<file path="config.mk">
export PLATFORM = sky130hd
export DESIGN_NAME = clocked_panel_bus_transceiver
export DESIGN_NICKNAME = d
export VERILOG_FILES = /design/src/hw/rtl/cpbt_pkg.sv /design/src/hw/rtl/clocked_panel_bus_transceiver.sv
export VERILOG_INCLUDE_DIRS = /design/src /design/src/hw/rtl
export SDC_FILE = /design/constraint.sdc
export NUM_CORES = 1
export LEC_CHECK = 0
export BUFFER_PORTS_ARGS = -buffer_cell sky130_fd_sc_hd__buf_2
export CAP_MARGIN = 0
export CELL_PAD_IN_SITES_DETAIL_PLACEMENT = 0
export CELL_PAD_IN_SITES_GLOBAL_PLACEMENT = 1
export CORE_ASPECT_RATIO = 0.9
export CORE_MARGIN = 2
export CORE_UTILIZATION = 35
export DETAILED_ROUTE_END_ITERATION = 10
export HOLD_SLACK_MARGIN = 0.1
export PLACE_DENSITY = 0.62
export SYNTH_ARGS = -nofsm -noshare
export SYNTH_HDL_FRONTEND = slang
export SYNTH_SLANG_ARGS = --single-unit
</file>
<file path="constraint.sdc">
create_clock -name aclk -period 10.2 [get_ports aclk]
set_input_delay 1.53 -clock aclk [delete_from_list [all_inputs] [get_ports aclk]]
set_output_delay 1.53 -clock aclk [all_outputs]
set_load 0.02 [all_outputs]
</file>
<file path="src/hw/rtl/clocked_panel_bus_transceiver_macros.svh">
// Assertion macros for the clocked panel bus transceiver.
`ifndef CLOCKED_PANEL_BUS_TRANSCEIVER_MACROS_SVH
`define CLOCKED_PANEL_BUS_TRANSCEIVER_MACROS_SVH

`ifndef ASSERT_OFF

// property must hold at every clock edge out of reset
`define CPBT_ASSERT(label, clk, rst_n, prop, msg) \
    label: assert property (@(posedge clk) disable iff (!rst_n) (prop)) else $error(msg);

// condition must never be true out of reset
`define CPBT_NEVER(label, clk, rst_n, cond, msg) \
    label: assert property (@(posedge clk) disable iff (!rst_n) !(cond)) else $error(msg);

`else

`define CPBT_ASSERT(label, clk, rst_n, prop, msg)
`define CPBT_NEVER(label, clk, rst_n, cond, msg)

`endif

`endif

</file>
<file path="src/hw/rtl/cpbt_pkg.sv">
// Shared constants for the clocked panel bus transceiver.
`default_nettype none

package cpbt_pkg;

    localparam int WORD_BITS_DEF = 64;

    localparam int DATA_W   = 64;
    localparam int COUNT_W  = 7;
    localparam int GAP_W    = 16;
    localparam int TICK_W   = 8;
    localparam int CFG_IDX_W = 2;
    localparam int CFG_DATA_W = 16;

    localparam int S_TDATA_W = 72;
    localparam int M_TDATA_W = 80;

    localparam logic [GAP_W-1:0]  GAP_TICKS_RST    = 16'd250;
    localparam logic [TICK_W-1:0] HOLD_TICKS_RST   = 8'd52;
    localparam logic [TICK_W-1:0] SAMPLE_TICKS_RST = 8'd12;
    localparam logic [GAP_W-1:0]  GAP_MAX          = 16'hFFFF;

    localparam logic [CFG_IDX_W-1:0] CFG_GAP_TICKS    = 2'd0;
    localparam logic [CFG_IDX_W-1:0] CFG_HOLD_TICKS   = 2'd1;
    localparam logic [CFG_IDX_W-1:0] CFG_SAMPLE_TICKS = 2'd2;

    localparam logic [1:0] PHASE_IDLE = 2'd0;
    localparam logic [1:0] PHASE_HOLD = 2'd1;
    localparam logic [1:0] PHASE_WAIT = 2'd2;

    typedef logic [1:0] phase_t;

endpackage

`default_nettype wire

</file>
<file path="src/hw/rtl/clocked_panel_bus_transceiver.sv">
// Each result word is registered in the output register, or in the skid stage.
// One word per cycle while s_tready is high; update and result are single-pass.
// A skid stage keeps s_tready high for one word while m_tready is low.
// aresetn is synchronous, active low: bus state clears, registers return to
// their defaults (gap 250, hold 52, sample 12), both output stages empty.
`default_nettype none

`include "clocked_panel_bus_transceiver_macros.svh"

module clocked_panel_bus_transceiver
    import cpbt_pkg::*;
#(
    parameter int WORD_BITS = WORD_BITS_DEF
) (
    input  wire logic                   aclk,
    input  wire logic                   aresetn,

    input  wire logic                   cfg_wr_en,
    input  wire logic [CFG_IDX_W-1:0]   cfg_index,
    input  wire logic [CFG_DATA_W-1:0]  cfg_wr_data,

    input  wire logic                   s_tvalid,
    output logic                        s_tready,
    // clock_level[0], data_level[1], send_word[65:2], send_valid[66], zero pad
    input  wire logic [S_TDATA_W-1:0]   s_tdata,

    output logic                        m_tvalid,
    input  wire logic                   m_tready,
    // drive_level[0], word_valid[1], word_bits[65:2], word_count[72:66],
    // send_taken[73], zero pad
    output logic [M_TDATA_W-1:0]        m_tdata
);

    localparam int IDX_W = $clog2(WORD_BITS);
    localparam int CNT_W = $clog2(WORD_BITS + 1);
    localparam logic [IDX_W-1:0] LAST_IDX = IDX_W'(WORD_BITS - 1);
    localparam logic [CNT_W-1:0] CNT_MAX  = CNT_W'(WORD_BITS);

    // configuration
    logic [GAP_W-1:0]  gap_ticks_reg;
    logic [TICK_W-1:0] hold_ticks_reg;
    logic [TICK_W-1:0] sample_ticks_reg;

    always_ff @(posedge aclk) begin
        if (!aresetn) begin
            gap_ticks_reg    <= GAP_TICKS_RST;
            hold_ticks_reg   <= HOLD_TICKS_RST;
            sample_ticks_reg <= SAMPLE_TICKS_RST;
        end else if (cfg_wr_en) begin
            case (cfg_index)
                CFG_GAP_TICKS:    gap_ticks_reg    <= cfg_wr_data;
                CFG_HOLD_TICKS:   hold_ticks_reg   <= cfg_wr_data[TICK_W-1:0];
                CFG_SAMPLE_TICKS: sample_ticks_reg <= cfg_wr_data[TICK_W-1:0];
                default: ;
            endcase
        end
    end

    // input fields
    logic              in_clk;
    logic              in_data;
    logic [DATA_W-1:0] in_send_word;
    logic              in_send_valid;

    assign in_clk        = s_tdata[0];
    assign in_data       = s_tdata[1];
    assign in_send_word  = s_tdata[65:2];
    assign in_send_valid = s_tdata[66];

    // bus state
    logic                 clk_high_reg, clk_high_next;
    logic [GAP_W-1:0]     gap_cnt_reg, gap_cnt_next;
    phase_t               phase_reg, phase_next;
    logic [TICK_W-1:0]    cdown_reg, cdown_next;
    logic [WORD_BITS-1:0] rx_shift_reg, rx_shift_next;
    logic [IDX_W-1:0]     bit_idx_reg, bit_idx_next;
    logic [CNT_W-1:0]     smp_cnt_reg, smp_cnt_next;
    logic [WORD_BITS-1:0] tx_word_reg, tx_word_next;
    logic                 tx_known_reg, tx_known_next;

    logic                 res_drive;
    logic                 res_wvalid;
    logic [DATA_W-1:0]    res_wbits;
    logic [COUNT_W-1:0]   res_wcount;
    logic                 res_taken;
    logic [M_TDATA_W-1:0] res_word;

    logic [TICK_W-1:0]    cdown_dec;
    logic                 do_sample;
    logic                 drive_cur;

    assign cdown_dec = (cdown_reg == '0) ? '0 : cdown_reg - 1'b1;
    assign drive_cur = tx_known_reg && !tx_word_reg[LAST_IDX - bit_idx_reg];

    always_comb begin
        clk_high_next = clk_high_reg;
        gap_cnt_next  = (gap_cnt_reg == GAP_MAX) ? gap_cnt_reg : gap_cnt_reg + 1'b1;
        phase_next    = phase_reg;
        cdown_next    = cdown_reg;
        rx_shift_next = rx_shift_reg;
        bit_idx_next  = bit_idx_reg;
        smp_cnt_next  = smp_cnt_reg;
        tx_word_next  = tx_word_reg;
        tx_known_next = tx_known_reg;
        res_drive     = 1'b0;
        res_wvalid    = 1'b0;
        res_wbits     = '0;
        res_wcount    = '0;
        res_taken     = 1'b0;
        do_sample     = 1'b0;

        case (phase_reg)
            PHASE_HOLD: begin
                cdown_next = cdown_dec;
                if (cdown_dec != '0) begin
                    res_drive = drive_cur;
                end else begin
                    phase_next = PHASE_IDLE;
                end
            end
            PHASE_WAIT: begin
                cdown_next = cdown_dec;
                if (cdown_dec == '0) begin
                    do_sample  = 1'b1;
                    phase_next = PHASE_IDLE;
                end
            end
            default: begin
                phase_next = PHASE_IDLE;
                if (in_clk && !clk_high_reg) begin
                    if (gap_cnt_next > gap_ticks_reg) begin
                        res_wvalid = 1'b1;
                        res_wbits  = DATA_W'(rx_shift_reg) << (DATA_W - WORD_BITS);
                        res_wcount = COUNT_W'(smp_cnt_reg);
                        if (in_send_valid) begin
                            tx_word_next  = in_send_word[DATA_W-1 -: WORD_BITS];
                            tx_known_next = 1'b1;
                            res_taken     = 1'b1;
                        end
                        rx_shift_next = '0;
                        bit_idx_next  = '0;
                        smp_cnt_next  = '0;
                    end
                    gap_cnt_next  = '0;
                    clk_high_next = 1'b1;
                    if (hold_ticks_reg != '0) begin
                        res_drive  = tx_known_next &&
                                     !tx_word_next[LAST_IDX - bit_idx_next];
                        phase_next = PHASE_HOLD;
                        cdown_next = hold_ticks_reg;
                    end
                end else if (!in_clk && clk_high_reg) begin
                    clk_high_next = 1'b0;
                    if (sample_ticks_reg == '0) begin
                        do_sample = 1'b1;
                    end else begin
                        phase_next = PHASE_WAIT;
                        cdown_next = sample_ticks_reg;
                    end
                end
            end
        endcase

        if (do_sample) begin
            rx_shift_next[LAST_IDX - bit_idx_reg] = !in_data;
            if (smp_cnt_reg != CNT_MAX) begin
                smp_cnt_next = smp_cnt_reg + 1'b1;
            end
            if (bit_idx_reg < LAST_IDX) begin
                bit_idx_next = bit_idx_reg + 1'b1;
            end
        end
    end

    assign res_word = {6'b0, res_taken, res_wcount, res_wbits, res_wvalid, res_drive};

    logic s_accept;
    assign s_accept = s_tvalid && s_tready;

    always_ff @(posedge aclk) begin
        if (!aresetn) begin
            clk_high_reg <= 1'b0;
            gap_cnt_reg  <= '0;
            phase_reg    <= PHASE_IDLE;
            cdown_reg    <= '0;
            rx_shift_reg <= '0;
            bit_idx_reg  <= '0;
            smp_cnt_reg  <= '0;
            tx_word_reg  <= '0;
            tx_known_reg <= 1'b0;
        end else if (s_accept) begin
            clk_high_reg <= clk_high_next;
            gap_cnt_reg  <= gap_cnt_next;
            phase_reg    <= phase_next;
            cdown_reg    <= cdown_next;
            rx_shift_reg <= rx_shift_next;
            bit_idx_reg  <= bit_idx_next;
            smp_cnt_reg  <= smp_cnt_next;
            tx_word_reg  <= tx_word_next;
            tx_known_reg <= tx_known_next;
        end
    end

    // output register with skid stage
    logic                 out_valid_reg;
    logic [M_TDATA_W-1:0] out_data_reg;
    logic                 skid_valid_reg;
    logic [M_TDATA_W-1:0] skid_data_reg;

    assign s_tready = !skid_valid_reg;
    assign m_tvalid = out_valid_reg;
    assign m_tdata  = out_data_reg;

    always_ff @(posedge aclk) begin
        if (!aresetn) begin
            out_valid_reg  <= 1'b0;
            skid_valid_reg <= 1'b0;
        end else if (s_accept) begin
            if (!out_valid_reg || m_tready) begin
                out_valid_reg <= 1'b1;
                out_data_reg  <= res_word;
            end else begin
                skid_valid_reg <= 1'b1;
                skid_data_reg  <= res_word;
            end
        end else if (out_valid_reg && m_tready) begin
            if (skid_valid_reg) begin
                out_data_reg   <= skid_data_reg;
                skid_valid_reg <= 1'b0;
            end else begin
                out_valid_reg <= 1'b0;
            end
        end
    end

    `CPBT_ASSERT(a_skid_behind_out, aclk, aresetn, !skid_valid_reg || out_valid_reg, "skid full with output empty")
    `CPBT_ASSERT(a_idx_bound, aclk, aresetn, bit_idx_reg <= LAST_IDX, "bit index past last position")
    `CPBT_ASSERT(a_cnt_bound, aclk, aresetn, smp_cnt_reg <= CNT_MAX, "sample count past word size")
    `CPBT_NEVER(a_busy_cdown, aclk, aresetn, (phase_reg != PHASE_IDLE) && (cdown_reg == '0), "busy phase with zero countdown")

endmodule

`default_nettype wire
</file>
==> metrics.cfg <==
[outcome]
outcome = finished, final reports clean

[clocking]
clk_latency_ns = 0.57
post_cts_buffers = 0
numCtsBuffers = 40
cts_resized = 0
path_clk_slew_ns = 0.06
cts.path.max_buffers = 3
cts_root_buffer = clkbuf_16
cts_tree = yes
htree_levels = 2
hold_buffers = 0
cts_sinks = 351

[logic_synthesis]
yosys_register_bits = 351
yosys_warnings = 0
ys.flop_type = dfxtp_1
syn_area_per_cell_um2 = 11.0
synth_edf_count = 148
ys_types = 88
seq_area_frac_synth = 0.522
synth_area_um2 = 16300
synthCells = 1488
async_flop_share = 0

[run]
maxCapViolations = 0

[worst_setup_path]
crit_arrival_ns = 7.31
path_cells = and4_1, nand4_1, nor4_2, nand2_1, nor3b_1, xor2_1, ha_1, nand4_1, nor4_1, a21boi_0, o31a_1, nand2_2, inv_2, buf_4, nand3_4, buf_4, mux2i_1, nor2_1
cp-startpoint = gap_cnt_reg[3]
cpPeakStageDelay_ns = 0.85
critPathSlowestCell = nand3_4
crit_type = reg -> reg
crit_required_ns = 10.61
rr_startpoint = gap_cnt_reg[3]
worstPathMaxFanout = 83
start_kind = flop
crit_path_end_kind = flop

[final_layout]
drive_gt1_frac = 0.225
fin_util = 0.408
final_nets = 1723
area_growth_pct = 15.9
stdcell_count = 2252
n_fill_cell = 4488

[sta]
worstMarginPinSlew_ns = 1.18
layout_min_cycle_time_ns = 6.91
tns_ns = 0
rsz0062_at_grt = false
layout_setup_ws_ns = 3.29
timing.final.max_slew_violations = 0
relSlewSlack = 0.211
period_share = 0.677
hold_viol = 0
clock_skew_ns = 0.0229
setup_viol = 0
timing.fmax_ghz = 0.145

[worst_hold_path]
min_from = gap_ticks_reg[15]
hold_class = reg -> reg

[floorplanning]
start_util = 0.352
core_um2 = 46400
dieArea_um2 = 48300
die_w_um = 232
num_rows = 75
die_y_um = 209
ios = 177

[grt]
antenna_found_initial = 14
grt_max_degree = 93
grt_pass1_wl_mm = 67.6
gr-total-overflow = 0
grt_pass1_vias = 11742
track_usage = 0.177

[placement]
hpwlAfterDp_mm = 27.6
place_inst = 2177
gp_congestion = 0.785
post-place-ws_ns = 3.29
io_buffers = 165

[power]
pwr_density_cell_nw_per_um2 = 166
power_mw = 3.14
ir_worst_vdd_uv = 100
p_leak_nw = 7.46

[route]
dr.pass1.iters = 5
wl_mm = 42.6
post-route-drc-count = 0
ant_nets = 0
vias_per_cell = 5.27
wl_per_cell_um = 18.9
vias = 11858
drt_iter0_markers = 779

[through the flow]
stage	hold slack, ns	instance area [um2]
finish	0.458	18900
global route	0.479	18900
CTS	0.459	18900
detailed placement	0.451	17600
global placement	0.447	17600
floorplan	0.436	16300
[worst paths after layout]
path,to,slack [ns],cells past startpoint
worst max-delay path,tx_word_reg[54],3.29,18
worst min-delay path,gap_ticks_reg[15],0.46,2
worst max register to register,tx_word_reg[54],3.29,18
worst min register to register,gap_ticks_reg[15],0.46,2
[layout make-up]
| cell class | instances | area [um2] | area share |
|---|---|---|---|
| Sequential cell | 351 | 8510 | 0.450 |
| Multi-Input combinational cell | 991 | 7200 | 0.381 |
| Clock buffer | 50 | 1080 | 0.0571 |
| Timing Repair Buffer | 180 | 938 | 0.0497 |
| Tap cell | 616 | 771 | 0.0408 |
| Clock inverter | 22 | 241 | 0.0128 |
| Inverter | 39 | 149 | 0.00788 |
| Antenna cell | 3 | 7.51 | 0.000397 |
[Yosys cell counts (all sizes together), types with 39 or more instances]
cell    count  area, um2
mux2       81        912
a21oi      69        379
clkbuf     72        270
nand2      98        370
mux2i     103       1030
dfxtp     203       4060
nor2      134        503
and2       77        482
buf        40        240
inv        39        146
o21ai      45        233
edfxtp    148       4440
[layout by cell type, fill, tap and decap left out, drive strengths merged, types with 45 or more instances in the layout]
| cell | instances |
|---|---|
| nand2 | 98 |
| mux2 | 81 |
| mux2i | 103 |
| and2 | 77 |
| clkbuf | 50 |
| a21oi | 69 |
| edfxtp | 148 |
| dfxtp | 203 |
| nor2 | 134 |
| o21ai | 45 |
| buf | 180 |
[power breakdown]
group	switching, mW	internal, mW	leakage [nW]
Combinational	0.130	0.0697	3.69
Clock	0.587	0.854	0.639
Sequential	0.0132	1.48	3.14
Total	0.730	2.41	7.46
[layer usage]
layer | track usage | share of wire | up-vias | wire length, um
met5 | 0 | 0.0034 | - | 145
met3 | 0.0442 | 0.071 | 79 | 3020
met4 | 0.0539 | 0.022 | 24 | 955
li1 | - | - | 5740 | -
met1 | 0.249 | 0.48 | 5680 | 20300
met2 | 0.266 | 0.43 | 335 | 18200
[critical path, delay by kind of cell (launching register included)]
| kind | cells | cell delay [ns] |
|---|---|---|
| adders and majority gates | 1 | 0.35 |
| AOI/OAI and AO/OA | 2 | 0.63 |
| buffers and inverters | 3 | 1.30 |
| DFF | 1 | 0.46 |
| muxes | 1 | 0.19 |
| and+or+nand+nor | 10 | 3.53 |
| xor gates and xnor gates | 1 | 0.16 |
[kinds of logic after synthesis]
| family | share of synthesized area |
|---|---|
| fa+ha+maj | 0.0192 |
| mux | 0.132 |
| compound gates | 0.147 |
| buf+inv | 0.0403 |
| flops | 0.522 |
| xor+xnor | 0.00698 |
| simple gates | 0.133 |
| other cells | 0.000230 |
No activity file was read; power rests on OpenSTA's default activity.
